`src/vsm_pkg.sv`:
```
// shared types, constants and helpers for the vector similarity metric block
`default_nettype none

package vsm_pkg;

   localparam int ELEMENT_BITS = 16;
   localparam int MAX_ELEMENTS = 4096;
   localparam int FRAC_BITS    = ELEMENT_BITS - 1;
   localparam int FIELD_W      = 16;
   localparam int ACC_W        = 48;
   localparam int ROOT_W       = ACC_W / 2;
   localparam int MUL_W        = ROOT_W + 1;
   localparam int PROD_W       = 2 * MUL_W;
   localparam int SUM_W        = ACC_W + 2;
   localparam int CNT_W        = $clog2(MAX_ELEMENTS + 2);
   localparam int STEP_W       = $clog2(ROOT_W + 1);
   localparam int MODE_W       = 2;
   localparam int CSR_ADDR_W   = 3;
   localparam int CSR_DATA_W   = 32;

   localparam logic [CSR_ADDR_W-3:0] CSR_METRIC_MODE = '0;

   localparam logic signed [SUM_W-1:0] SUM_SMAX = SUM_W'((64'sd1 <<< (ACC_W - 1)) - 64'sd1);
   localparam logic signed [SUM_W-1:0] SUM_SMIN = -SUM_SMAX - SUM_W'(1);
   localparam logic signed [SUM_W-1:0] SUM_UMAX = SUM_W'((64'sd1 <<< ACC_W) - 64'sd1);

   localparam logic signed [ACC_W-1:0] COS_MAX = ACC_W'((64'sd1 <<< FRAC_BITS) - 64'sd1);
   localparam logic signed [ACC_W-1:0] COS_MIN = ~COS_MAX;

   localparam logic [STEP_W-1:0] SQRT_STEPS = STEP_W'(ROOT_W);
   localparam logic [STEP_W-1:0] DIV_STEPS  = STEP_W'(FRAC_BITS);

   typedef enum logic [MODE_W-1:0] {
      MODE_DOT    = 2'd0,
      MODE_NORM   = 2'd1,
      MODE_DIST   = 2'd2,
      MODE_COSINE = 2'd3
   } metric_mode_type;

   typedef enum logic [2:0] {
      MAC_DOT  = 3'd0,
      MAC_SQA  = 3'd1,
      MAC_SQB  = 3'd2,
      MAC_DIFF = 3'd3,
      MAC_NORM = 3'd4
   } mac_op_type;

   typedef struct packed {
      logic       issue;
      mac_op_type op;
      logic       clear;
   } mac_cmd_type;

   typedef enum logic {
      IT_SQRT = 1'b0,
      IT_DIV  = 1'b1
   } iter_op_type;

   typedef struct packed {
      logic        start;
      iter_op_type op;
   } iter_cmd_type;

   typedef struct packed {
      logic busy;
      logic done;
   } iter_stat_type;

   typedef struct packed {
      logic signed [FIELD_W-1:0] elem_a;
      logic signed [FIELD_W-1:0] elem_b;
      logic                      last_element;
   } req_word_type;

   typedef struct packed {
      logic signed [ACC_W-1:0] metric_value;
      logic                    zero_norm;
      logic                    too_long;
   } rsp_word_type;

   function automatic logic signed [MUL_W-1:0] sext_elem(input logic [FIELD_W-1:0] raw);
      return {{(MUL_W-ELEMENT_BITS){raw[ELEMENT_BITS-1]}}, raw[ELEMENT_BITS-1:0]};
   endfunction

endpackage

`default_nettype wire

```
`src/vsm_mac.sv`:
```
// shared multiplier with the four saturating accumulators
`default_nettype none

module vsm_mac import vsm_pkg::*; (
   input  wire logic                     clock,
   input  wire logic                     reset,
   input  wire mac_cmd_type              mac_cmd,
   input  wire logic signed [MUL_W-1:0]  opnd_a,
   input  wire logic signed [MUL_W-1:0]  opnd_b,
   output logic signed [ACC_W-1:0]       dot_sum,
   output logic [ACC_W-1:0]              square_sum_a,
   output logic [ACC_W-1:0]              square_sum_b,
   output logic [ACC_W-1:0]              diff_square_sum,
   output logic [ACC_W-1:0]              norm_product
);

   logic signed [PROD_W-1:0] prod_ff, prod_in;
   logic                     pvalid_ff, pvalid_in;
   mac_op_type               ptag_ff, ptag_in;
   logic signed [ACC_W-1:0]  dot_ff, dot_in;
   logic [ACC_W-1:0]         sqa_ff, sqa_in;
   logic [ACC_W-1:0]         sqb_ff, sqb_in;
   logic [ACC_W-1:0]         dsq_ff, dsq_in;

   logic signed [SUM_W-1:0]  acc_ext;
   logic signed [SUM_W-1:0]  sum;
   logic [ACC_W-1:0]         sat_val;

   always_comb begin
      prod_in   = opnd_a * opnd_b;
      pvalid_in = mac_cmd.issue;
      ptag_in   = mac_cmd.op;

      case (ptag_ff)
         MAC_DOT:  acc_ext = SUM_W'(dot_ff);
         MAC_SQA:  acc_ext = $signed(SUM_W'(sqa_ff));
         MAC_SQB:  acc_ext = $signed(SUM_W'(sqb_ff));
         MAC_DIFF: acc_ext = $signed(SUM_W'(dsq_ff));
         default:  acc_ext = '0;
      endcase
      sum = acc_ext + SUM_W'(prod_ff);

      // signed clamp for the dot sum, upper clamp for the square sums
      if (ptag_ff == MAC_DOT) begin
         if (sum > SUM_SMAX) begin
            sat_val = SUM_SMAX[ACC_W-1:0];
         end else if (sum < SUM_SMIN) begin
            sat_val = SUM_SMIN[ACC_W-1:0];
         end else begin
            sat_val = sum[ACC_W-1:0];
         end
      end else if (sum > SUM_UMAX) begin
         sat_val = SUM_UMAX[ACC_W-1:0];
      end else begin
         sat_val = sum[ACC_W-1:0];
      end

      dot_in = dot_ff;
      sqa_in = sqa_ff;
      sqb_in = sqb_ff;
      dsq_in = dsq_ff;
      if (mac_cmd.clear) begin
         dot_in = '0;
         sqa_in = '0;
         sqb_in = '0;
         dsq_in = '0;
      end else if (pvalid_ff) begin
         case (ptag_ff)
            MAC_DOT:  dot_in = $signed(sat_val);
            MAC_SQA:  sqa_in = sat_val;
            MAC_SQB:  sqb_in = sat_val;
            MAC_DIFF: dsq_in = sat_val;
            default:  dot_in = dot_ff;
         endcase
      end
   end

   always_ff @(posedge clock) begin
      prod_ff <= prod_in;
      ptag_ff <= ptag_in;
      if (reset) begin
         pvalid_ff <= 1'b0;
         dot_ff    <= '0;
         sqa_ff    <= '0;
         sqb_ff    <= '0;
         dsq_ff    <= '0;
      end else begin
         pvalid_ff <= pvalid_in;
         dot_ff    <= dot_in;
         sqa_ff    <= sqa_in;
         sqb_ff    <= sqb_in;
         dsq_ff    <= dsq_in;
      end
   end

   assign dot_sum         = dot_ff;
   assign square_sum_a    = sqa_ff;
   assign square_sum_b    = sqb_ff;
   assign diff_square_sum = dsq_ff;
   assign norm_product    = prod_ff[ACC_W-1:0];

endmodule

`default_nettype wire

```
`src/vsm_iter.sv`:
```
// shift-subtract unit shared by the square roots and the cosine division
`default_nettype none

module vsm_iter import vsm_pkg::*; (
   input  wire logic               clock,
   input  wire logic               reset,
   input  wire iter_cmd_type       iter_cmd,
   input  wire logic [ACC_W-1:0]   operand,
   input  wire logic [ACC_W-1:0]   divisor,
   output iter_stat_type           iter_stat,
   output logic [ROOT_W-1:0]       iter_result
);

   iter_op_type         op_ff, op_in;
   logic                busy_ff, busy_in;
   logic                done_ff, done_in;
   logic [STEP_W-1:0]   cnt_ff, cnt_in;
   logic [ACC_W:0]      rem_ff, rem_in;
   logic [ACC_W-1:0]    root_ff, root_in;
   logic [ACC_W-1:0]    bit_ff, bit_in;
   logic [ACC_W-1:0]    den_ff, den_in;

   logic [ACC_W:0]      sub_x;
   logic [ACC_W:0]      sub_y;
   logic [ACC_W+1:0]    diff;
   logic                ge;

   always_comb begin
      if (op_ff == IT_SQRT) begin
         sub_x = rem_ff;
         sub_y = {1'b0, root_ff} + {1'b0, bit_ff};
      end else begin
         sub_x = {rem_ff[ACC_W-1:0], 1'b0};
         sub_y = {1'b0, den_ff};
      end
      diff = {1'b0, sub_x} - {1'b0, sub_y};
      ge   = ~diff[ACC_W+1];

      op_in   = op_ff;
      busy_in = busy_ff;
      done_in = 1'b0;
      cnt_in  = cnt_ff;
      rem_in  = rem_ff;
      root_in = root_ff;
      bit_in  = bit_ff;
      den_in  = den_ff;

      if (iter_cmd.start) begin
         op_in   = iter_cmd.op;
         busy_in = 1'b1;
         rem_in  = {1'b0, operand};
         root_in = '0;
         bit_in  = {2'b01, {(ACC_W-2){1'b0}}};
         den_in  = divisor;
         cnt_in  = (iter_cmd.op == IT_SQRT) ? SQRT_STEPS : DIV_STEPS;
      end else if (busy_ff) begin
         if (op_ff == IT_SQRT) begin
            if (ge) begin
               rem_in  = diff[ACC_W:0];
               root_in = (root_ff >> 1) + bit_ff;
            end else begin
               root_in = root_ff >> 1;
            end
            bit_in = bit_ff >> 2;
         end else begin
            rem_in  = ge ? diff[ACC_W:0] : sub_x;
            root_in = {root_ff[ACC_W-2:0], ge};
         end
         cnt_in = cnt_ff - STEP_W'(1);
         if (cnt_ff == STEP_W'(1)) begin
            busy_in = 1'b0;
            done_in = 1'b1;
         end
      end
   end

   always_ff @(posedge clock) begin
      op_ff   <= op_in;
      rem_ff  <= rem_in;
      root_ff <= root_in;
      bit_ff  <= bit_in;
      den_ff  <= den_in;
      if (reset) begin
         busy_ff <= 1'b0;
         done_ff <= 1'b0;
         cnt_ff  <= '0;
      end else begin
         busy_ff <= busy_in;
         done_ff <= done_in;
         cnt_ff  <= cnt_in;
      end
   end

   assign iter_stat.busy = busy_ff;
   assign iter_stat.done = done_ff;
   assign iter_result    = root_ff[ROOT_W-1:0];

endmodule

`default_nettype wire

```
`src/vector_similarity_metric.sv`:
```
// top level: element sequencer, result register and configuration port
`default_nettype none

// Takes one pair of Q1.15 elements per word and returns one result word per vector, on
// the word marked last. One 25x25 multiplier is reused four times per element (a*b, a*a,
// b*b, (a-b)^2), so a new word is taken only after all four products of the element are
// issued. On the last element the result is then formed: from the dot sum for mode 0; by
// one 24-step square root for modes 1 and 2; by two square roots, the norm product and a
// 15-step division for mode 3, ending early when a norm is zero or the cosine saturates.
// The square roots and the division share one shift-subtract unit doing one step per cycle.
// A finished result waits in its output register while the next vector is streamed in.

module vector_similarity_metric import vsm_pkg::*; (
   input  wire logic                   clock,
   input  wire logic                   reset,
   input  wire logic                   req_valid,
   output logic                        req_ready,
   input  wire req_word_type           req_data,
   output logic                        rsp_valid,
   input  wire logic                   rsp_ready,
   output rsp_word_type                rsp_data,
   input  wire logic                   psel,
   input  wire logic                   penable,
   input  wire logic                   pwrite,
   input  wire logic [CSR_ADDR_W-1:0]  paddr,
   input  wire logic [CSR_DATA_W-1:0]  pwdata,
   output logic [CSR_DATA_W-1:0]       prdata,
   output logic                        pready
);

   typedef enum logic [3:0] {
      S_IDLE,
      S_MUL,
      S_DRAIN,
      S_EVAL,
      S_ROOT_A,
      S_ROOT_B,
      S_CHECK,
      S_DIV,
      S_OUT
   } state_type;

   state_type                 state_ff, state_in;
   metric_mode_type           mode_ff, mode_in;
   logic [CNT_W-1:0]          count_ff, count_in;
   logic [1:0]                mul_cnt_ff, mul_cnt_in;
   logic signed [MUL_W-1:0]   a_ff, a_in;
   logic signed [MUL_W-1:0]   b_ff, b_in;
   logic signed [MUL_W-1:0]   d_ff, d_in;
   logic                      last_ff, last_in;
   logic [ROOT_W-1:0]         na_ff, na_in;
   logic signed [ACC_W-1:0]   value_ff, value_in;
   logic                      zn_ff, zn_in;
   logic                      rsp_valid_ff, rsp_valid_in;
   rsp_word_type              rsp_ff, rsp_in;

   mac_cmd_type               mac_cmd;
   mac_op_type                mul_op;
   logic signed [MUL_W-1:0]   opnd_a;
   logic signed [MUL_W-1:0]   opnd_b;
   logic signed [ACC_W-1:0]   dot_sum;
   logic [ACC_W-1:0]          square_sum_a;
   logic [ACC_W-1:0]          square_sum_b;
   logic [ACC_W-1:0]          diff_square_sum;
   logic [ACC_W-1:0]          norm_product;

   iter_cmd_type              iter_cmd;
   iter_stat_type             iter_stat;
   logic [ACC_W-1:0]          iter_operand;
   logic [ROOT_W-1:0]         iter_result;

   logic                      dot_neg;
   logic [ACC_W-1:0]          dot_mag;
   logic signed [ACC_W-1:0]   q_val;
   logic                      csr_write;

   vsm_mac u_mac (
      .clock           (clock),
      .reset           (reset),
      .mac_cmd         (mac_cmd),
      .opnd_a          (opnd_a),
      .opnd_b          (opnd_b),
      .dot_sum         (dot_sum),
      .square_sum_a    (square_sum_a),
      .square_sum_b    (square_sum_b),
      .diff_square_sum (diff_square_sum),
      .norm_product    (norm_product)
   );

   vsm_iter u_iter (
      .clock       (clock),
      .reset       (reset),
      .iter_cmd    (iter_cmd),
      .operand     (iter_operand),
      .divisor     (norm_product),
      .iter_stat   (iter_stat),
      .iter_result (iter_result)
   );

   assign csr_write = psel & penable & pwrite;
   assign pready    = 1'b1;

   always_comb begin
      prdata = '0;
      if (paddr[CSR_ADDR_W-1:2] == CSR_METRIC_MODE) begin
         prdata[MODE_W-1:0] = mode_ff;
      end
   end

   assign dot_neg = dot_sum[ACC_W-1];
   assign dot_mag = dot_neg ? (-dot_sum) : dot_sum;
   assign q_val   = $signed({{(ACC_W-ROOT_W){1'b0}}, iter_result});
   assign mul_op  = mac_op_type'({1'b0, mul_cnt_ff});

   always_comb begin
      state_in     = state_ff;
      mode_in      = mode_ff;
      count_in     = count_ff;
      mul_cnt_in   = mul_cnt_ff;
      a_in         = a_ff;
      b_in         = b_ff;
      d_in         = d_ff;
      last_in      = last_ff;
      na_in        = na_ff;
      value_in     = value_ff;
      zn_in        = zn_ff;
      rsp_valid_in = rsp_valid_ff;
      rsp_in       = rsp_ff;

      mac_cmd.issue = 1'b0;
      mac_cmd.op    = MAC_DOT;
      mac_cmd.clear = 1'b0;
      opnd_a        = a_ff;
      opnd_b        = b_ff;
      iter_cmd.start = 1'b0;
      iter_cmd.op    = IT_SQRT;
      iter_operand   = square_sum_a;

      if (csr_write && paddr[CSR_ADDR_W-1:2] == CSR_METRIC_MODE) begin
         mode_in = metric_mode_type'(pwdata[MODE_W-1:0]);
      end

      if (rsp_valid_ff && rsp_ready) begin
         rsp_valid_in = 1'b0;
      end

      case (state_ff)
         S_IDLE: begin
            if (req_valid) begin
               a_in       = sext_elem(req_data.elem_a);
               b_in       = sext_elem(req_data.elem_b);
               d_in       = sext_elem(req_data.elem_a) - sext_elem(req_data.elem_b);
               last_in    = req_data.last_element;
               mul_cnt_in = '0;
               if (count_ff <= CNT_W'(MAX_ELEMENTS)) begin
                  count_in = count_ff + CNT_W'(1);
               end
               state_in = S_MUL;
            end
         end
         S_MUL: begin
            mac_cmd.issue = 1'b1;
            mac_cmd.op    = mul_op;
            case (mul_op)
               MAC_DOT: begin
                  opnd_a = a_ff;
                  opnd_b = b_ff;
               end
               MAC_SQA: begin
                  opnd_a = a_ff;
                  opnd_b = a_ff;
               end
               MAC_SQB: begin
                  opnd_a = b_ff;
                  opnd_b = b_ff;
               end
               default: begin
                  opnd_a = d_ff;
                  opnd_b = d_ff;
               end
            endcase
            mul_cnt_in = mul_cnt_ff + 2'd1;
            if (mul_op == MAC_DIFF) begin
               state_in = last_ff ? S_DRAIN : S_IDLE;
            end
         end
         S_DRAIN: begin
            state_in = S_EVAL;
         end
         S_EVAL: begin
            zn_in = 1'b0;
            case (mode_ff)
               MODE_DOT: begin
                  value_in = dot_sum;
                  state_in = S_OUT;
               end
               default: begin
                  iter_cmd.start = 1'b1;
                  iter_cmd.op    = IT_SQRT;
                  iter_operand   = (mode_ff == MODE_DIST) ? diff_square_sum : square_sum_a;
                  state_in       = S_ROOT_A;
               end
            endcase
         end
         S_ROOT_A: begin
            iter_operand = square_sum_b;
            if (iter_stat.done) begin
               na_in = iter_result;
               if (mode_ff == MODE_COSINE) begin
                  iter_cmd.start = 1'b1;
                  iter_cmd.op    = IT_SQRT;
                  state_in       = S_ROOT_B;
               end else begin
                  value_in = q_val;
                  state_in = S_OUT;
               end
            end
         end
         S_ROOT_B: begin
            opnd_a = $signed({1'b0, na_ff});
            opnd_b = $signed({1'b0, iter_result});
            if (iter_stat.done) begin
               if (na_ff == '0 || iter_result == '0) begin
                  value_in = '0;
                  zn_in    = 1'b1;
                  state_in = S_OUT;
               end else begin
                  mac_cmd.issue = 1'b1;
                  mac_cmd.op    = MAC_NORM;
                  state_in      = S_CHECK;
               end
            end
         end
         S_CHECK: begin
            iter_operand = dot_mag;
            if (dot_mag >= norm_product) begin
               value_in = dot_neg ? COS_MIN : COS_MAX;
               state_in = S_OUT;
            end else begin
               iter_cmd.start = 1'b1;
               iter_cmd.op    = IT_DIV;
               state_in       = S_DIV;
            end
         end
         S_DIV: begin
            if (iter_stat.done) begin
               value_in = dot_neg ? -q_val : q_val;
               state_in = S_OUT;
            end
         end
         S_OUT: begin
            if (!rsp_valid_ff || rsp_ready) begin
               rsp_in.metric_value = value_ff;
               rsp_in.zero_norm    = zn_ff;
               rsp_in.too_long     = (count_ff > CNT_W'(MAX_ELEMENTS));
               rsp_valid_in        = 1'b1;
               mac_cmd.clear       = 1'b1;
               count_in            = '0;
               state_in            = S_IDLE;
            end
         end
         default: begin
            state_in = S_IDLE;
         end
      endcase
   end

   always_ff @(posedge clock) begin
      a_ff     <= a_in;
      b_ff     <= b_in;
      d_ff     <= d_in;
      last_ff  <= last_in;
      na_ff    <= na_in;
      value_ff <= value_in;
      zn_ff    <= zn_in;
      rsp_ff   <= rsp_in;
      if (reset) begin
         state_ff     <= S_IDLE;
         mode_ff      <= MODE_DOT;
         count_ff     <= '0;
         mul_cnt_ff   <= '0;
         rsp_valid_ff <= 1'b0;
      end else begin
         state_ff     <= state_in;
         mode_ff      <= mode_in;
         count_ff     <= count_in;
         mul_cnt_ff   <= mul_cnt_in;
         rsp_valid_ff <= rsp_valid_in;
      end
   end

   assign req_ready = (state_ff == S_IDLE);
   assign rsp_valid = rsp_valid_ff;
   assign rsp_data  = rsp_ff;

   a_zero_norm_value: assert property (@(posedge clock) disable iff (reset)
      rsp_valid && rsp_data.zero_norm |-> rsp_data.metric_value == '0)
      else $error("zero_norm word carries a nonzero value");

   a_idle_unit_free: assert property (@(posedge clock) disable iff (reset)
      state_ff == S_IDLE |-> !iter_stat.busy)
      else $error("shift-subtract unit busy while idle");

   a_count_bound: assert property (@(posedge clock) disable iff (reset)
      count_ff <= CNT_W'(MAX_ELEMENTS + 1))
      else $error("element count past its hold value");

   a_word_from_out: assert property (@(posedge clock) disable iff (reset)
      $rose(rsp_valid_ff) |-> $past(state_ff) == S_OUT)
      else $error("result word raised outside the output state");

endmodule

`default_nettype wire
```
`config.mk`:
```
export PLATFORM = sky130hd
export DESIGN_NAME = vector_similarity_metric
export DESIGN_NICKNAME = d
export VERILOG_FILES = /design/src/vsm_pkg.sv /design/src/vsm_mac.sv /design/src/vsm_iter.sv /design/src/vector_similarity_metric.sv
export SDC_FILE = /design/constraint.sdc
export NUM_CORES = 2
export LEC_CHECK = 0
export BUFFER_PORTS_ARGS = -buffer_cell sky130_fd_sc_hd__buf_2
export CAP_MARGIN = 10
export CORE_MARGIN = 1.5
export CORE_UTILIZATION = 30
export CTS_BUF_LIST = sky130_fd_sc_hd__clkbuf_8
export CTS_CLUSTER_SIZE = 40
export DETAILED_ROUTE_END_ITERATION = 10
export GPL_TIMING_DRIVEN = 0
export PLACE_DENSITY = 0.53
export SLEW_MARGIN = 10
export SYNTH_ARGS = -nofsm -noshare
export SYNTH_HDL_FRONTEND = slang
export SYNTH_SLANG_ARGS = --single-unit
```
`constraint.sdc`:
```
create_clock -name clock -period 8.2 [get_ports clock]
set_input_delay 1.64 -clock clock [delete_from_list [all_inputs] [get_ports clock]]
set_output_delay 1.64 -clock clock [all_outputs]
set_load 0.01 [all_outputs]
```
==> run metrics <==
predominant post-synthesis flop cell dfxtp_1; Worst R2R Start u_iter.root_ff[7]; Worst R2R Path Depth 32; post-synth top area share 0.218; required time of the critical path between 8000 and 9000 ps; FFs w/ async S/R, synth 0; CP max-delay cell fa_2; initial drt markers about 6400; Clock Skews about 130 ps; largest net degree at the start of global routing 50; critical path type reg -> reg; Pre-antenna DRT Iters 11; detailed-route DRC error count 6; final setup margin -506 ps; Syn-to-layout area delta 19.1%; R2R Setup Slk -510 ps; first-pass GRT wire length between 300000 and 400000 µm; post-synthesis cell count 6950; via count between 50000 and 60000; Finished Core Util 0.361; PortBufs 96; max-cap check violation count 0; initial antenna violation count 7; critical path endpoint u_mac.prod_ff[49]; Sum Neg Setup Slack -4130 ps; share of cells above drive strength 1 0.153; Yosys reg bits 618; gpl congestion 0.994; Reg-to-Reg End u_mac.prod_ff[49]; RSZ-0062 raised after global routing yes; H-tree levels 3; post-route insts no fill 10200; worst-skew pair later-pin latency 900 ps; vias in the first global route 55100; crit path capture type register; Hold Fails Final Rpt 0; total grt overflow 0; Num Clock Sinks around 600; Final min period between 8000 and 9000 ps; DRT antenna net count 0; WL/cell around 26 µm; Max Buffers Root-to-Sink 3; EDFF count, synth 270; CP max stage delay 620 ps; most frequent cell on the critical path inv_2; fmax 0.115 GHz; fin. max-slew vios 0; status complete, but fails checks; hold crit path type reg -> reg; final wirelength 262000 µm; synth unique cells 85; CP max FO 10; num rows 164; area leader, netlist fa_1; Starting Density 0.303; io pins 160; synth top area cells fa_1 22%, edfxtp_1 13%, dfxtp_1 11%, ha_1 7.5%, nand2_1 5.2%; die area 205000 µm²; nets@finish 8508; mapped cell area approximately 61000 µm²; Mapped Avg Cell Area approximately 8.7 µm²; Die H approximately 450 µm; synth warn 0; setup violators final 13; Clk pin slew, worst setup/hold paths 70 ps; Crit path arrival time 9370 ps; Die Wd around 450 µm; Max-Slew Margin vs Limit 0.125; HPWL after detailed placement 207000 µm; Vias/cell 5.47; CTS tree yes; clk root buf clkbuf_8; core box area roughly 200000 µm²; Inserted Clock Buffers approximately 120; worst slew pin tran 1310 ps; crit path launch u_iter.root_ff[7]; Inst Count DP 9748; period utilisation layout 1.06; failing checks DRC, setup timing; GRT Overall Usage 0.250; startpoint types register; sequential fraction of the synthesis area 0.248
## area by class of cell
cell class | instances | area (µm²)
fill | 20700 | 128000
multi-input combinational | 5108 | 42800
sequential | 618 | 15100
tap | 2656 | 3320
inverter | 814 | 3100
buffer | 425 | 2830
timing repair buffer | 326 | 2660
clock buffer | 132 | 1820
clock inverter | 79 | 647
antenna | 5 | 12.5
## worst max-delay path: cells and delay by family, from the launching register on
kind            cells  cell delay (ps)
fa+ha+maj           8             4050
compound gates     10             2160
buf+inv            11             1550
flops               1              490
simple gates        2              120
xor+xnor            1              120
## logic make-up (layout without fill, tap and decap cells)
logic type / Yosys count / after routing / synth area share
simple gates: 1885 / 1885 / 0.133
compound gates: 1736 / 1736 / 0.178
buf+inv: 1253 / 1776 / 0.0800
fa+ha+maj: 1024 / 1024 / 0.293
flops: 618 / 618 / 0.248
xor+xnor: 308 / 308 / 0.0445
mux: 124 / 124 / 0.0224
other cells: 2 / 36 / 0.000124
## through the flow
step,setup slack [ps],hold slack (ps),instance area (µm²)
floorplan,-178,400,60900
global placement,-3380,402,64700
detailed placement,-3290,405,65000
CTS,-482,408,71300
global route,-708,419,72300
finish,-506,411,72300
## cell usage after synthesis, drive strengths merged (22+ instances only)
master and number:
a31oi 75, o41ai 22, and2 22, nand4 49
a22oi 143, mux2i 32, o21bai 31, a22o 34
or3 29, dfxtp 348, a222oi 44, nor3 66
a211oi 68, and3 44, nand2 840, nand2b 40
mux2 92, ha 363, clkbuf 373, o21ai 468
nor2 627, edfxtp 270, a21oi 523, nor4 22
xor2 103, o31ai 32, nor2b 30, inv 814
o22ai 30, xnor2 205, nand3 58, fa 661
buf 66, a21o 90
## state kept, by name (all words and copies together) (netlist names), 48 cells and up
signal,cells
u_mac.dot_sum,48
u_iter.root_ff,48
u_iter.rem_ff,49
u_mac.square_sum_a,48
rsp_data,50
u_mac.diff_square_sum,48
u_iter.den_ff,48
value_ff,48
u_mac.square_sum_b,48
u_mac.prod_ff,50
## cells in the final DEF, fill, tap and decap left out, drive strengths merged, types with 205 or more instances in the layout
| master | n |
|---|---|
| buf | 409 |
| nor2 | 627 |
| dfxtp | 348 |
| fa | 661 |
| a21oi | 523 |
| inv | 845 |
| nand2 | 840 |
| ha | 363 |
| o21ai | 468 |
| xnor2 | 205 |
| edfxtp | 270 |
| clkbuf | 474 |
## worst min path at each step
stage                       startpoint           end  slack [ps]  depth (start not counted)
after floorplan            value_ff[8]  rsp_data[10]         400                          0
after global placement     value_ff[1]   rsp_data[3]         400                          0
after detailed placement  value_ff[21]  rsp_data[23]         410                          0
after CTS                 value_ff[23]  rsp_data[25]         410                          0
after global routing      value_ff[23]  rsp_data[25]         420                          0
final                     value_ff[23]  rsp_data[25]         410                          0
## what timing repair did
action                                 CTS  global route
gates resized for setup                678           201
hold buffers                             0             0
endpoints found under the hold margin    0             0
cloned                                   4             1
setup endpoints to repair              169           114
buffers inserted                       159            60
pin swaps                              157           159
## routing by layer
metal / share of wire / global-route usage / vias up
li1: - / - / 24500
met1: 0.43 / 0.343 / 27800
met2: 0.43 / 0.384 / 2762
met3: 0.091 / 0.0468 / 526
met4: 0.047 / 0.102 / 2
met5: 0.000050 / 0 / -
Power is left out: the tool's default activity adds up to more than one toggle a clock period on the data nets, which glitch-free logic cannot reach.
